File: src/sv/lcal_ram.sv
module lcal_ram #(
  parameter int unsigned DW    = 8,
  parameter int unsigned AW    = 4,
  parameter int unsigned DEPTH = 16
) (
  input  logic          clk_i,
  input  logic          we_i,
  input  logic [AW-1:0] waddr_i,
  input  logic [DW-1:0] wdata_i,
  input  logic [AW-1:0] raddr_a_i,
  input  logic [AW-1:0] raddr_b_i,
  output logic [DW-1:0] rdata_a_o,
  output logic [DW-1:0] rdata_b_o
);

  logic [DW-1:0] mem_q [DEPTH];
  logic [DW-1:0] rd_a_q;
  logic [DW-1:0] rd_b_q;

  always_ff @(posedge clk_i) begin
    if (we_i) begin
      mem_q[waddr_i] <= wdata_i;
    end
    rd_a_q <= mem_q[raddr_a_i];
    rd_b_q <= mem_q[raddr_b_i];
  end

  assign rdata_a_o = rd_a_q;
  assign rdata_b_o = rd_b_q;

endmodule

File: config.mk
export PLATFORM = sky130hd
export DESIGN_NAME = lcal_ram
export DESIGN_NICKNAME = d
export VERILOG_FILES = /design/src/sv/lcal_ram.sv
export SDC_FILE = /design/constraint.sdc
export NUM_CORES = 1
export LEC_CHECK = 0
export BUFFER_PORTS_ARGS = -buffer_cell sky130_fd_sc_hd__buf_2
export CAP_MARGIN = 20
export CELL_PAD_IN_SITES_DETAIL_PLACEMENT = 1
export CELL_PAD_IN_SITES_GLOBAL_PLACEMENT = 1
export CORE_MARGIN = 2
export CORE_UTILIZATION = 60
export CTS_BUF_LIST = sky130_fd_sc_hd__clkbuf_2
export DETAILED_ROUTE_END_ITERATION = 12
export PLACE_DENSITY = 0.95
export SLEW_MARGIN = 20
export SYNTH_ARGS = -nofsm -noshare
export SYNTH_HDL_FRONTEND = slang
export SYNTH_SLANG_ARGS = --single-unit
File: constraint.sdc
create_clock -name clk_i -period 4.2 [get_ports clk_i]
set_clock_uncertainty 0.05 [all_clocks]
set_input_delay 0.84 -clock clk_i [delete_from_list [all_inputs] [get_ports clk_i]]
set_output_delay 0.84 -clock clk_i [all_outputs]
set_load 0.01 [all_outputs]
After elaboration in Yosys (flattened, before gate mapping). Memories as Yosys holds them, arrays and structs flattened. A register that Yosys moved wholly into a read port is not among the register bits. Index checks and enable logic that the tools add are counted. Widths: inputs -> output; s select.

Muxes and demuxes: 2.

Operator list (count): $mux 1 (2).

Flip-flop bits (word level): 0. RAM bits: 128. Bits of input ports: 22. Output and inout port bits: 16. Logic and storage cells: 3. Memories kept: 1.

Memories: mem_q (words 16, bits a word 8, rd ports 2, clocked after Yosys merged registers in 2, wr ports 1, RTL line 16) `logic [DW-1:0] mem_q [DEPTH];`.

Depth between registers and ports, before layout.
Word-level depth: 2. Gate-level depth with buffers: 5. Gate-level depth less buffers: 3.

Least setup slack after synthesis. Ideal clock, no wire load.

Path type: input to register. Start point: input port waddr_i[2]. End point: memory mem_q[0][0] (enable). Setup time: 0.383 ns. Arrival time: 1.950 ns. Required time: 3.767 ns. Setup slack: 1.817 ns. Stages: 2. Path buffers: 0. Path through: or3b_2 -> nor3_1.

RTL lines: from (decl) (RTL line 8) `input logic [AW-1:0] waddr_i,`; to (decl) (RTL line 16).

Straight into the memory's write port.

==> results.txt <==
status = complete, no violations
PnR worst setup slack = 1.931 ns
final instance area = 6838 µm²
Pleak = 2.328 nW
RSZ-0062 raised after global routing = no
GR Overflow Total = 0
drt pass-1 iters = 5
drt drc = 0
Syn Area/Cell = 20.67 µm²
f_max = 0.4408 GHz
Overall Global Routing Usage = 0.2902
CTS resizes = 0
worst rel slew slack = 0.2789
critical path arrival = 2.80 ns
Worst path slowest cell = mux4_4
gr busiest metal = met2
Syn Inst Count = 307
Reg power frac = 0.598
Hold-fix buffers, CTS = 0
Hold Fails Final Rpt = 0
Avg WL per Cell = 30.27 µm
clock share of power = 0.314
Post-DP HPWL = 9.827 mm
CP Max Fanout = 19
met2 Use GR = 0.4691
pre-CTS WS = 1.270 ns
Power Dens Cells = 396.6 nW/µm²
htree depth = 4
register area share after synthesis = 0.6562
Routed WL = 15.07 mm
Syn Nets = 329
antenna violations before repair = 0
core area = 10280 µm²
CP startpoint kind = input port
max_cap viols = 0
cell chain of the critical path = buf_2 > buf_4 > mux4_4 > a22oi_1 > nand2_1
r2r setup slk = 2.64 ns
top_reg_cell synth = edfxtp_1
FP Rows = 37
ANT nets after route = 0
fillcell total = 887
die area = 11420 µm²
TritonCTS Buffers = 17
Initial Util = 0.6175
nets = 371
area delta synth->final = 7.748%
largest net degree at the start of global routing = 33
Internal Power = 0.002086 W
kind of critical path = input port to flop
RePlAce Congestion = 0.7735
final setup violation count = 0
Die W = 106.8 µm
Worst path depth = 5
post-synth cell types = 20
Hold Path Class = input port to flop
P_sw = 0.0006256 W
Die Ht = 106.8 µm
switch share = 0.2307
cell with the most instances after synthesis = edfxtp_1
number of port buffers = 37
I/O pin count = 38
Post-synth top cells = edfxtp_1, mux4_2, a22oi_1, mux4_1, nand2_1
# Post-CTS Setup Buffers = 0
Post-synth EDFFs = 128
placed cell area = 6574 µm²
combinational share of power = 0.088
Mapped Area = 6346 µm²
n_diodes = 0
Final Max Slew Viols = 0
synth top area cells = edfxtp_1, mux4_2, mux4_1, dfxtp_1, a22oi_1
TNS Setup = 0 ns
Synth area leader = edfxtp_1
Yosys top cell area share = 0.6057
Vias = 3451
synthesis-stage register bit count = 144
async set or reset register ratio after synthesis = 0
first-pass GRT wire length = 22.88 mm
slowest stage delay, CP = 0.68 ns
Reg2Reg Capture Point = rdata_a_o[0]
crit path capture = rdata_b_o[7]
GR Util met3 = 0.07842
initial drt markers = 323
Critical Path RT = 4.73 ns
CP endpoint kind = flop
Clock Sinks = 144
final period utilization = 0.5401
Yosys warnings = 0
IR drop worst, VDD = 0.2275 mV
Clock Tree Buf Depth = 2
Reg2Reg Launch Point = mem_q[3][0]
Worst-path clk slew = 0.22 ns
Final min period = 2.269 ns
clk root buf = clkbuf_2
delay-heaviest family, CP = buffers and inverters
Reg2Reg Depth = 3
Fin Hold WS = 0.4726 ns
CP Launch Point = raddr_b_i[0]
Slew @ Worst Pin = 1.078 ns
vias in the first global route = 3771
met1 GRT Util = 0.3762
layout cells sized above 1 = 0.2983
TritonCTS clock tree = built
Clk Latency, worst-skew pair = 0.69 ns
Worst Path Buf+Inv = 2
Final Power = 0.002712 W
Via density = 6.930
registers in the layout, summed over array words and instances, names as in the netlist:
name       flops
mem_q        128
rdata_a_o      8
rdata_b_o      8
worst min-delay path by stage:
stage	endpoint	start	cells past startpoint
finish	mem_q[13][3]	wdata_i[3]	1
CTS	mem_q[11][5]	wdata_i[5]	1
global route	mem_q[14][5]	wdata_i[5]	1
floorplan	rdata_a_o[1]	mem_q[7][1]	3
detailed placement	rdata_a_o[2]	mem_q[14][2]	3
global placement	rdata_a_o[3]	mem_q[14][3]	3
worst reg2reg max path: stages (launching register included):
cell	delay (ns)
edfxtp_1	0.44
mux4_4	0.61
a22oi_1	0.28
nand2_1	0.09
cell type report:
cell class,count,area (µm²),area share
Clock buffer,18,90.09,0.01317
Multi-Input combinational cell,143,2012,0.2942
Clock inverter,14,171.4,0.02507
Timing Repair Buffer,43,230.2,0.03367
Sequential cell,144,4164,0.6090
Tap cell,136,170.2,0.02489
placed cells by master, fill, tap and decap left out, drive strengths merged:
master / Yosys / routed
nor2: 14 / 14
bufinv: 0 / 4
dfxtp: 16 / 16
clkinv: 0 / 7
and2b: 2 / 2
buf: 14 / 43
and2: 2 / 2
clkbuf: 0 / 18
nand2: 17 / 17
nor2b: 2 / 2
nand3: 1 / 1
mux4: 64 / 64
or3b: 1 / 1
a22oi: 32 / 32
nand3b: 2 / 2
nor3: 4 / 4
nand2b: 2 / 2
edfxtp: 128 / 128
clkinvlp: 0 / 3
power by group through the flow:
stage          Clock [W]  Combinational, W  Sequential, W
6_report        0.000853          0.000239        0.00162
5_1_grt         0.000914          0.000255        0.00162
4_1_cts         0.000863          0.000239        0.00162
3_5_place_dp           0          0.000238        0.00165
3_3_place_gp           0          0.000226        0.00165
2_1_floorplan          0          0.000145        0.00165
through the flow:
| step | utilization | instances |
|---|---|---|
| finish | 0.6653 | 498 |
| floorplan | - | 307 |
| global placement | 0.6396 | 466 |
| CTS | 0.6651 | 498 |
| global route | 0.6653 | 498 |
| detailed placement | 0.6396 | 466 |
logic make-up after synthesis:
logic type	synth area share
mux	0.2445
flops	0.6562
compound gates	0.03785
simple gates	0.03430
buf+inv	0.02721
metal layers:
layer,part of all wire,vias to the layer above,wire length (µm)
met3,0.092,33,1384
met2,0.52,209,7828
met4,0.024,0,361
li1,-,1427,-
met1,0.36,1782,5497
met5,0,-,0
Power figures use the tool's default switching activity.
