[src/sv/lcal_pkg.sv]
package lcal_pkg;

  localparam int unsigned LCAL_NODES = 1024;
  localparam int unsigned LCAL_LOG   = 10;

  localparam int unsigned NODE_W  = 10;
  localparam int unsigned DEPTH_W = 10;
  localparam int unsigned CNT_W   = 11;
  localparam int unsigned OP_W    = 2;

  localparam int unsigned IN_TDATA_W  = 32;
  localparam int unsigned OUT_TDATA_W = 16;

  typedef enum logic [OP_W-1:0] {
    OP_LOAD  = 2'd0,
    OP_BUILD = 2'd1,
    OP_QUERY = 2'd2
  } op_e;

  typedef enum logic [OP_W-1:0] {
    KIND_LOAD  = 2'd0,
    KIND_BUILD = 2'd1,
    KIND_QUERY = 2'd2
  } kind_e;

  // one jump table entry: ancestor present and its node number
  typedef struct packed {
    logic              valid;
    logic [NODE_W-1:0] node;
  } jent_t;

  typedef struct packed {
    kind_e             kind;
    logic [NODE_W-1:0] ancestor;
  } res_t;

endpackage

[src/sv/lcal_ctrl.sv]
module lcal_ctrl import lcal_pkg::*; #(
  parameter int unsigned NODES = LCAL_NODES,
  parameter int unsigned LOG   = LCAL_LOG,
  parameter int unsigned AW    = $clog2(NODES),
  parameter int unsigned LW    = (LOG > 1) ? $clog2(LOG) : 1
) (
  input  logic               clk_i,
  input  logic               rst_ni,
  input  logic               cfg_we_i,
  input  logic [CNT_W-1:0]   cfg_wdata_i,
  input  logic               in_valid_i,
  output logic               in_ready_o,
  input  logic [OP_W-1:0]    in_op_i,
  input  logic [NODE_W-1:0]  in_a_i,
  input  logic [NODE_W-1:0]  in_b_i,
  input  logic               in_par_i,
  input  logic [DEPTH_W-1:0] in_dep_i,
  output logic               res_valid_o,
  input  logic               res_ready_i,
  output res_t               res_o,
  output logic               jm_we_o,
  output logic [LW+AW-1:0]   jm_waddr_o,
  output jent_t              jm_wdata_o,
  output logic [LW+AW-1:0]   jm_raddr_a_o,
  output logic [LW+AW-1:0]   jm_raddr_b_o,
  input  jent_t              jm_rdata_a_i,
  input  jent_t              jm_rdata_b_i,
  output logic               dm_we_o,
  output logic [AW-1:0]      dm_waddr_o,
  output logic [DEPTH_W-1:0] dm_wdata_o,
  output logic [AW-1:0]      dm_raddr_a_o,
  output logic [AW-1:0]      dm_raddr_b_o,
  input  logic [DEPTH_W-1:0] dm_rdata_a_i,
  input  logic [DEPTH_W-1:0] dm_rdata_b_i
);

  localparam int unsigned JW   = $clog2(LOG + 1);
  localparam int unsigned IW   = $clog2(NODES + 1);
  localparam int unsigned CMPW = (IW > CNT_W) ? IW : CNT_W;

  typedef enum logic [8:0] {
    S_IDLE = 9'b000000001,
    S_SW   = 9'b000000010,
    S_LIFT = 9'b000000100,
    S_CHK  = 9'b000001000,
    S_JEV  = 9'b000010000,
    S_FIN  = 9'b000100000,
    S_BLD  = 9'b001000000,
    S_BDR  = 9'b010000000,
    S_RES  = 9'b100000000
  } state_e;

  state_e             st_q, st_d;
  logic [CNT_W-1:0]   cfg_q;
  logic               pend_q, pend_d;
  logic               p1_q, p1_d;
  logic               p2_q;
  logic [AW-1:0]      i1_q, i1_d;
  logic [AW-1:0]      i2_q;
  logic               v2_q;
  logic [IW-1:0]      i_q, i_d;
  logic [LW-1:0]      lvl_q, lvl_d;
  logic [JW-1:0]      j_q, j_d;
  logic [NODE_W-1:0]  u_q, u_d, v_q, v_d;
  logic [DEPTH_W-1:0] diff_q, diff_d;
  kind_e              kind_q, kind_d;
  logic [NODE_W-1:0]  ans_q, ans_d;

  logic               a_ok, b_ok, b_in, issue_ok, take;
  logic [NODE_W-1:0]  u_eff, un, vn;
  logic [DEPTH_W-1:0] diff_sh;

  assign a_ok     = (CNT_W'(in_a_i) < cfg_q) && (32'(in_a_i) < NODES);
  assign b_ok     = (CNT_W'(in_b_i) < cfg_q) && b_in;
  assign b_in     = 32'(in_b_i) < NODES;
  assign issue_ok = (CMPW'(i_q) < CMPW'(cfg_q)) && (32'(i_q) < NODES);
  assign u_eff    = (pend_q && jm_rdata_a_i.valid) ? jm_rdata_a_i.node : u_q;
  assign diff_sh  = diff_q >> j_q;
  assign take     = jm_rdata_a_i.valid && jm_rdata_b_i.valid &&
                    (jm_rdata_a_i.node != jm_rdata_b_i.node);
  assign un       = take ? jm_rdata_a_i.node : u_q;
  assign vn       = take ? jm_rdata_b_i.node : v_q;

  always_comb begin
    st_d         = st_q;
    pend_d       = 1'b0;
    p1_d         = 1'b0;
    i1_d         = i1_q;
    i_d          = i_q;
    lvl_d        = lvl_q;
    j_d          = j_q;
    u_d          = u_q;
    v_d          = v_q;
    diff_d       = diff_q;
    kind_d       = kind_q;
    ans_d        = ans_q;
    in_ready_o   = 1'b0;
    res_valid_o  = 1'b0;
    jm_we_o      = 1'b0;
    jm_waddr_o   = {lvl_q, i2_q};
    jm_wdata_o   = v2_q ? jm_rdata_b_i : '0;
    jm_raddr_a_o = {lvl_q, AW'(u_q)};
    jm_raddr_b_o = {lvl_q, AW'(v_q)};
    dm_we_o      = 1'b0;
    dm_waddr_o   = AW'(in_a_i);
    dm_wdata_o   = in_dep_i;
    dm_raddr_a_o = AW'(in_a_i);
    dm_raddr_b_o = AW'(in_b_i);

    // build pipeline, second and third stage
    if (p1_q) begin
      jm_raddr_b_o = {LW'(lvl_q - 1'b1), AW'(jm_rdata_a_i.node)};
    end
    if (p2_q) begin
      jm_we_o = 1'b1;
    end

    case (st_q)
      S_IDLE: begin
        in_ready_o = 1'b1;
        if (in_valid_i) begin
          case (in_op_i)
            OP_LOAD: begin
              if (a_ok) begin
                jm_we_o         = 1'b1;
                jm_waddr_o      = {LW'(0), AW'(in_a_i)};
                jm_wdata_o      = '0;
                jm_wdata_o.valid = in_par_i && b_in;
                jm_wdata_o.node = (in_par_i && b_in) ? in_b_i : '0;
                dm_we_o         = 1'b1;
              end
              kind_d = KIND_LOAD;
              ans_d  = '0;
              st_d   = S_RES;
            end
            OP_BUILD: begin
              kind_d = KIND_BUILD;
              ans_d  = '0;
              lvl_d  = LW'(1);
              i_d    = '0;
              st_d   = (LOG > 1) ? S_BLD : S_RES;
            end
            OP_QUERY: begin
              kind_d = KIND_QUERY;
              u_d    = in_a_i;
              v_d    = in_b_i;
              if (!(a_ok && b_ok)) begin
                ans_d = '0;
                st_d  = S_RES;
              end else if (in_a_i == in_b_i) begin
                ans_d = in_a_i;
                st_d  = S_RES;
              end else begin
                st_d = S_SW;
              end
            end
            default: begin
              st_d = S_IDLE;
            end
          endcase
        end
      end
      S_SW: begin
        if (dm_rdata_a_i < dm_rdata_b_i) begin
          u_d    = v_q;
          v_d    = u_q;
          diff_d = dm_rdata_b_i - dm_rdata_a_i;
        end else begin
          diff_d = dm_rdata_a_i - dm_rdata_b_i;
        end
        j_d  = '0;
        st_d = S_LIFT;
      end
      S_LIFT: begin
        u_d = u_eff;
        if (j_q == JW'(LOG)) begin
          st_d = S_CHK;
        end else begin
          if (diff_sh[0]) begin
            jm_raddr_a_o = {LW'(j_q), AW'(u_eff)};
            pend_d       = 1'b1;
          end
          j_d = j_q + 1'b1;
        end
      end
      S_CHK: begin
        if (u_q == v_q) begin
          ans_d = u_q;
          st_d  = S_RES;
        end else begin
          jm_raddr_a_o = {LW'(LOG - 1), AW'(u_q)};
          jm_raddr_b_o = {LW'(LOG - 1), AW'(v_q)};
          lvl_d        = LW'(LOG - 1);
          st_d         = S_JEV;
        end
      end
      S_JEV: begin
        u_d = un;
        v_d = vn;
        if (lvl_q == '0) begin
          jm_raddr_a_o = {LW'(0), AW'(un)};
          st_d         = S_FIN;
        end else begin
          jm_raddr_a_o = {LW'(lvl_q - 1'b1), AW'(un)};
          jm_raddr_b_o = {LW'(lvl_q - 1'b1), AW'(vn)};
          lvl_d        = lvl_q - 1'b1;
        end
      end
      S_FIN: begin
        ans_d = jm_rdata_a_i.valid ? jm_rdata_a_i.node : '0;
        st_d  = S_RES;
      end
      S_BLD: begin
        if (issue_ok) begin
          jm_raddr_a_o = {LW'(lvl_q - 1'b1), AW'(i_q)};
          p1_d         = 1'b1;
          i1_d         = AW'(i_q);
          i_d          = i_q + 1'b1;
        end else begin
          st_d = S_BDR;
        end
      end
      S_BDR: begin
        if (!p1_q && !p2_q) begin
          if (lvl_q == LW'(LOG - 1)) begin
            st_d = S_RES;
          end else begin
            lvl_d = lvl_q + 1'b1;
            i_d   = '0;
            st_d  = S_BLD;
          end
        end
      end
      S_RES: begin
        res_valid_o = 1'b1;
        if (res_ready_i) begin
          st_d = S_IDLE;
        end
      end
      default: begin
        st_d = S_IDLE;
      end
    endcase
  end

  assign res_o = '{kind: kind_q, ancestor: ans_q};

  always_ff @(posedge clk_i or negedge rst_ni) begin
    if (!rst_ni) begin
      st_q   <= S_IDLE;
      cfg_q  <= CNT_W'(1);
      pend_q <= 1'b0;
      p1_q   <= 1'b0;
      p2_q   <= 1'b0;
    end else begin
      st_q   <= st_d;
      pend_q <= pend_d;
      p1_q   <= p1_d;
      p2_q   <= p1_q;
      if (cfg_we_i) begin
        cfg_q <= cfg_wdata_i;
      end
    end
  end

  always_ff @(posedge clk_i) begin
    i1_q   <= i1_d;
    i2_q   <= i1_q;
    v2_q   <= jm_rdata_a_i.valid;
    i_q    <= i_d;
    lvl_q  <= lvl_d;
    j_q    <= j_d;
    u_q    <= u_d;
    v_q    <= v_d;
    diff_q <= diff_d;
    kind_q <= kind_d;
    ans_q  <= ans_d;
  end

  // build pipeline is empty whenever a new request can be taken
  assert property (@(posedge clk_i) disable iff (!rst_ni)
    (st_q == S_IDLE) |-> (!p1_q && !p2_q))
    else $error("build pipeline busy while idle");

  // table writes only from a load or the last build stage
  assert property (@(posedge clk_i) disable iff (!rst_ni)
    jm_we_o |-> ((st_q == S_IDLE && in_valid_i) || p2_q))
    else $error("unexpected jump table write");

  // lift level never runs past the table height
  assert property (@(posedge clk_i) disable iff (!rst_ni)
    (st_q == S_LIFT) |-> (j_q <= JW'(LOG)))
    else $error("lift level out of range");

endmodule
[config.mk]
export PLATFORM = sky130hd
export DESIGN_NAME = lcal_ctrl
export DESIGN_NICKNAME = d
export VERILOG_FILES = /design/src/sv/lcal_pkg.sv /design/src/sv/lcal_ctrl.sv
export SDC_FILE = /design/constraint.sdc
export NUM_CORES = 1
export LEC_CHECK = 0
export BUFFER_PORTS_ARGS = -buffer_cell sky130_fd_sc_hd__clkbuf_2
export CORE_MARGIN = 4
export CORE_UTILIZATION = 50
export CTS_CLUSTER_DIAMETER = 60
export DETAILED_ROUTE_END_ITERATION = 10
export MAX_ROUTING_LAYER = met4
export PLACE_DENSITY = 0.78
export SLEW_MARGIN = 20
export SYNTH_ARGS = -nofsm -noshare
export SYNTH_HDL_FRONTEND = slang
export SYNTH_SLANG_ARGS = --single-unit
[constraint.sdc]
create_clock -name clk_i -period 3.1 [get_ports clk_i]
set_input_delay 0 -clock clk_i [delete_from_list [all_inputs] [get_ports clk_i]]
set_output_delay 0 -clock clk_i [all_outputs]
set_load 0.01 [all_outputs]
After elaboration in Yosys (flattened, before gate mapping):

Index checks and enable logic that the tools add are counted.
Widths: inputs -> output; s select.

* bits in registers: 105
* bits in latches: 0
* RAM bits: 0
* memory bits (read-only): 0
* input port bits: 91
* output and inout bits: 109
* memories: 0

* $add $sub $neg: 6
* multipliers: 0
* divide/modulo/power cells: 0
* magnitude comparators: 5
* equality and inequality tests: 33
* shift operators: 1
* multiplexer cells: 83
* bitwise logic cells: 0
* reductions and logical operators: 27

Operators by type and width (number)
* $mux 14: 12
* $mux 10: 16
* $mux 11: 10
* $mux 9: 10
* $pmux 9 s9: 1
* $pmux 10 s3: 2
* $pmux 14 s4: 1
* $pmux 10 s4: 1
* $pmux 11 s3: 1
* $mux 4: 7
* $pmux 14 s2: 1
* $pmux 9 s3: 1
* $ne 2x2->1 const B: 13
* $lt 10x11->1: 2
* $eq 10x10->1: 2
* $pmux 10 s2: 1
* $sub 10x10->10: 2
* $mux 1: 16
* $pmux 4 s4: 1
* $reduce_and 6->1: 2
* $reduce_bool 3->1: 4
* $add 11x1->11 const B: 1
* $lt 11x11->1: 1
* $lt 11x11->1 const B: 1
* 34 further kinds: 46

Longest topological paths before layout:

* word-level depth: 6
* mapped depth: 11
* depth with buffers taken out: 10

Least setup slack after synthesis:

No wires, ideal clock.

* kind: reg-to-reg
* start: reg i_q[9]
* end: reg i_q[0], enable pin
* arrival: 2.666 ns
* slack: 0.038 ns
* cell stages (with the launch flop): 8
* buffers on the path: 0
* cell sequence: edfxtp_1 -> ha_1 -> a21o_1 -> a211o_1 -> a21oi_1 -> nand2b_1 -> and2_1 -> nor3b_1

* word-level cells in the longest chain between the ends: 4

RTL lines
* from (decl): line lcal_ctrl.sv:61 `logic [IW-1:0] i_q, i_d;`
* from (signal assigned): line lcal_ctrl.sv:270 `i_q <= i_d;`
* $lt 11x11->1: line lcal_ctrl.sv:76 `assign issue_ok = (CMPW'(i_q) < CMPW'(cfg_q)) && (32'(i_q) < NODES);`
* $logic_and 1x1->1 *: line lcal_ctrl.sv:76
* $ne 2x2->1 (no line) *
* $reduce_and 6->1 (no line) *

Every way passes the cells marked *; elsewhere a longest branch is shown, timed or not.
A chain may end at the register's enable or synchronous reset.

Worst setup path in the final report:

* start: reg cfg_q[5]
* end: out jm_raddr_a_o[9]

* word-level cells in the longest chain between the ends: 4

RTL lines
* from (decl): line lcal_ctrl.sv:54 `logic [CNT_W-1:0] cfg_q;`
* from (signal assigned): line lcal_ctrl.sv:261 `cfg_q <= cfg_wdata_i;`
* $lt 11x11->1: line lcal_ctrl.sv:76
* $logic_and 1x1->1: line lcal_ctrl.sv:76
* $mux 14: line lcal_ctrl.sv:214 `if (issue_ok) begin`
* $pmux 14 s4: line lcal_ctrl.sv:118 `case (st_q)`
* to (decl): line lcal_ctrl.sv:24 `output logic [LW+AW-1:0] jm_raddr_a_o,`

No other way between the ends.

==> flow_summary.ini <==
[synthesis]
synthTopCellsByArea = edfxtp_1 25%, ha_1 7.8%, dfrtp_1 6.2%
yosys_most_used_dff = edfxtp_1
postSynth.asyncResetShare_pct = 21.9
syn-num-nets = 1062
post_synth_inst_count = 916
syn_area_sq_mm = 0.00849
synth_warnings = 0
post-synth-top-area-cell = edfxtp_1
synth_enable_flop_cells = 71
synth.ff_latch_count = 105
post_synth_num_cell_types = 77
postSynthAreaPerCell_sq_um = 9.26
synth_top_cell_area_share_pct = 25.1
synth.yosys.seq_area_share_pct = 34.5

[finish]
antenna-diode-count = 0
layoutNonFillerInstCount = 1309
layout.cells.most_common = clkbuf_2
finalNetCount = 1230
finish.utilization_pct = 60.6
flow.area_growth_from_synthesis_pct = 18.4
final_cell_mix = 179 x clkbuf_2, 78 x nand2_1, 71 x edfxtp_1, 67 x nor2_1, 53 x ha_1
final_instance_area_sq_mm = 0.0100
layout-drive-gt1-share_pct = 27.5

[floorplan]
core_area_sq_mm = 0.0166
die_y_microns = 138
die_area_sq_mm = 0.0191
io_pins = 200
initial_core_util_pct = 51.2
placementRows = 47
floorplan.die.width_microns = 138

[place]
port_buffers = 179
dpl.cell_count = 1267
placement.setup.worst_slack_ns = 0.142
gp_congestion = 0.980
place_hpwl_microns = 20400
dpl-instance-area_sq_mm = 0.00945

[routing]
first_iter_violations = 912
route.detailed.wl_per_inst_microns = 20.8
drc = 0
drt_pass1_iterations = 6
final_antenna_net_count = 0
vias_per_cell = 6.10
num_vias = 7983
drt_wl_total_microns = 27200

[critical_path]
start_kind = register
worst_path_slowest_cell = dfrtp_1
critical-path-top-delay-family = compound AO/OA/AOI/OAI gates
critical_path_arrival_ns = 3.03
critical_path.endpoint_type = primary output
crit_path_cell_trace = inv_2, ha_1, a21o_1, a21oi_1, o21ai_1, o211ai_1, o211ai_4, a21o_4, a221o_1, clkbuf_2
regToRegSetupSlack_ns = 0.20
crit_required_ns = 3.10
timing.rr.end = v_q[4]
worstPathMaxFanout = 7
worst_r2r_startpoint = st_q[8]
r2r_cells = 6
worst_path_largest_cell_delay_ns = 0.39
path_buf_inv = 2
startpoint_to_endpoint_class_of_the_critical_path = reg -> out

[power_and_ir_drop]
vdd_ir_drop_max_mv = 0.303
power_per_cell_area_mw_per_mm2 = 556
cellLeakagePower_uw = 0.00464
power.total_uw = 5590

[global_route]
global_route.usage.total_pct = 28.2
globalRouteOverflowTotal = 0
initial_antenna_violation_count = 0
grt_pass1_wl_microns = 42100
vias_in_the_first_global_route = 7711
grt_start_max_net_pins = 24

[cts]
ctsRootBufferMaster = clkbuf_16
clock_tree_from_tritoncts = built
clk-insertion-delay-late_ns = 0.36
clkSlewWorstSetupHoldPaths_ns = 0.07
htreeDepth = 3
cts-buffers-inserted = 9
cts_buffer_depth = 2
clock_sinks = 105

[min_path]
hp-class = in -> out
timing.hold.worst_endpoint = dm_wdata_o[2]
min_delay_path_depth = 0
min_from = in_dep_i[2]

[timing]
timing.final.ws_setup_ns = 0.0703
clock-skew-final_ns = 0.00685
count_of_endpoints_failing_hold_in_the_final_timing_report = 0
final_min_period_over_clock_period_pct = 97.7
finalCriticalPeriod_ns = 3.03
finalMaxSlewViolations = 0
worstMarginPinSlew_ns = 1.13
fmax_ghz = 0.330
setup_viol_count_final = 0
worst_slew_margin_rel_pct = 24.4

[run_status]
run_status = complete, no violations

[run]
timing.max_cap.violations = 0
## where the power goes
part | internal (uW) | switching [uW]
combinational | 959 | 1370
clock | 606 | 551
sequential | 1850 | 251
## cell type report
cell class                 count  area [sq um]
fill                        1452          6540
inverter                      48           180
timing repair buffer         244          1430
multi-input combinational    676          4930
clock buffer                  11           254
tap                          220           275
clock inverter                 5          45.0
sequential                   105          2930
## cells in the mapped netlist, types with 21 or more instances
cell and count:
nand2_1 78, edfxtp_1 71, nor2_1 68, ha_1 53
inv_1 48, o21ai_0 45, buf_4 43, a21oi_1 38
mux2i_1 37, xor2_1 35, a21o_1 33, clkbuf_1 31
a221o_1 21, dfrtp_1 21
## layer usage
metal  wire (microns)  vias to the layer above  global-route usage (%)  share of wire, %
met5                0                        -                       -                 0
met4             1400                        0                    13.1               5.1
met3             2560                       82                    4.49               9.4
met2            12900                      476                    46.2                48
met1            10300                     3761                    34.5                38
li1                 -                     3664                       -                 -
## repair_timing
action | 4_1_cts | 5_1_grt
hold buffers | 14 | 0
pin swaps | 3 | 3
setup endpoints to repair | 39 | 50
buffers inserted | 3 | 8
gates cloned | 1 | 0
hold endpoints to repair | 34 | 0
gates resized for setup | 12 | 10
## logic make-up (layout without fill, tap and decap cells)
logic type / count (synthesis) / after routing / synth area share (%)
muxes: 56 / 56 / 7.15
adders and majority gates: 55 / 55 / 8.29
buffers and inverters: 135 / 308 / 8.08
and+or+nand+nor: 278 / 278 / 16.6
xor gates and xnor gates: 51 / 51 / 5.26
AOI/OAI and AO/OA: 236 / 236 / 20.1
DFF: 105 / 105 / 34.5
## registers in the layout (all words and copies together), names as in the netlist
name / cells
i1_q: 10
ans_q: 10
u_q: 10
cfg_q: 11
i_q: 11
j_q: 4
v2_q: 1
diff_q: 10
p1_q: 1
p2_q: 1
kind_q: 2
st_q: 9
lvl_q: 4
v_q: 10
pend_q: 1
i2_q: 10
## worst max-delay path by stage
stage / slack, ns / cells after the start / to / from
final: 0.07 / 10 / jm_raddr_a_o[9] / cfg_q[5]
after global routing: -0.02 / 12 / jm_waddr_o[6] / cfg_q[2]
after CTS: -0.0003 / 12 / jm_waddr_o[4] / cfg_q[2]
after detailed placement: 0.14 / 11 / jm_wdata_o[7] / cfg_q[2]
after global placement: 0.25 / 10 / ans_q[6] / cfg_q[2]
after floorplan: 0.04 / 7 / i_q[0] / i_q[9]
## per-stage QoR
step / hold WS (ns) / TNS [ns]
after floorplan: -0.296 / 0
after global placement: 0.0000686 / 0
after detailed placement: 0.0000686 / 0
after CTS: 0.0000686 / -0.000280
after global routing: 0.0000151 / -0.0906
final: 0.00000443 / 0
Note: power is estimated with default switching activity, not from simulation.
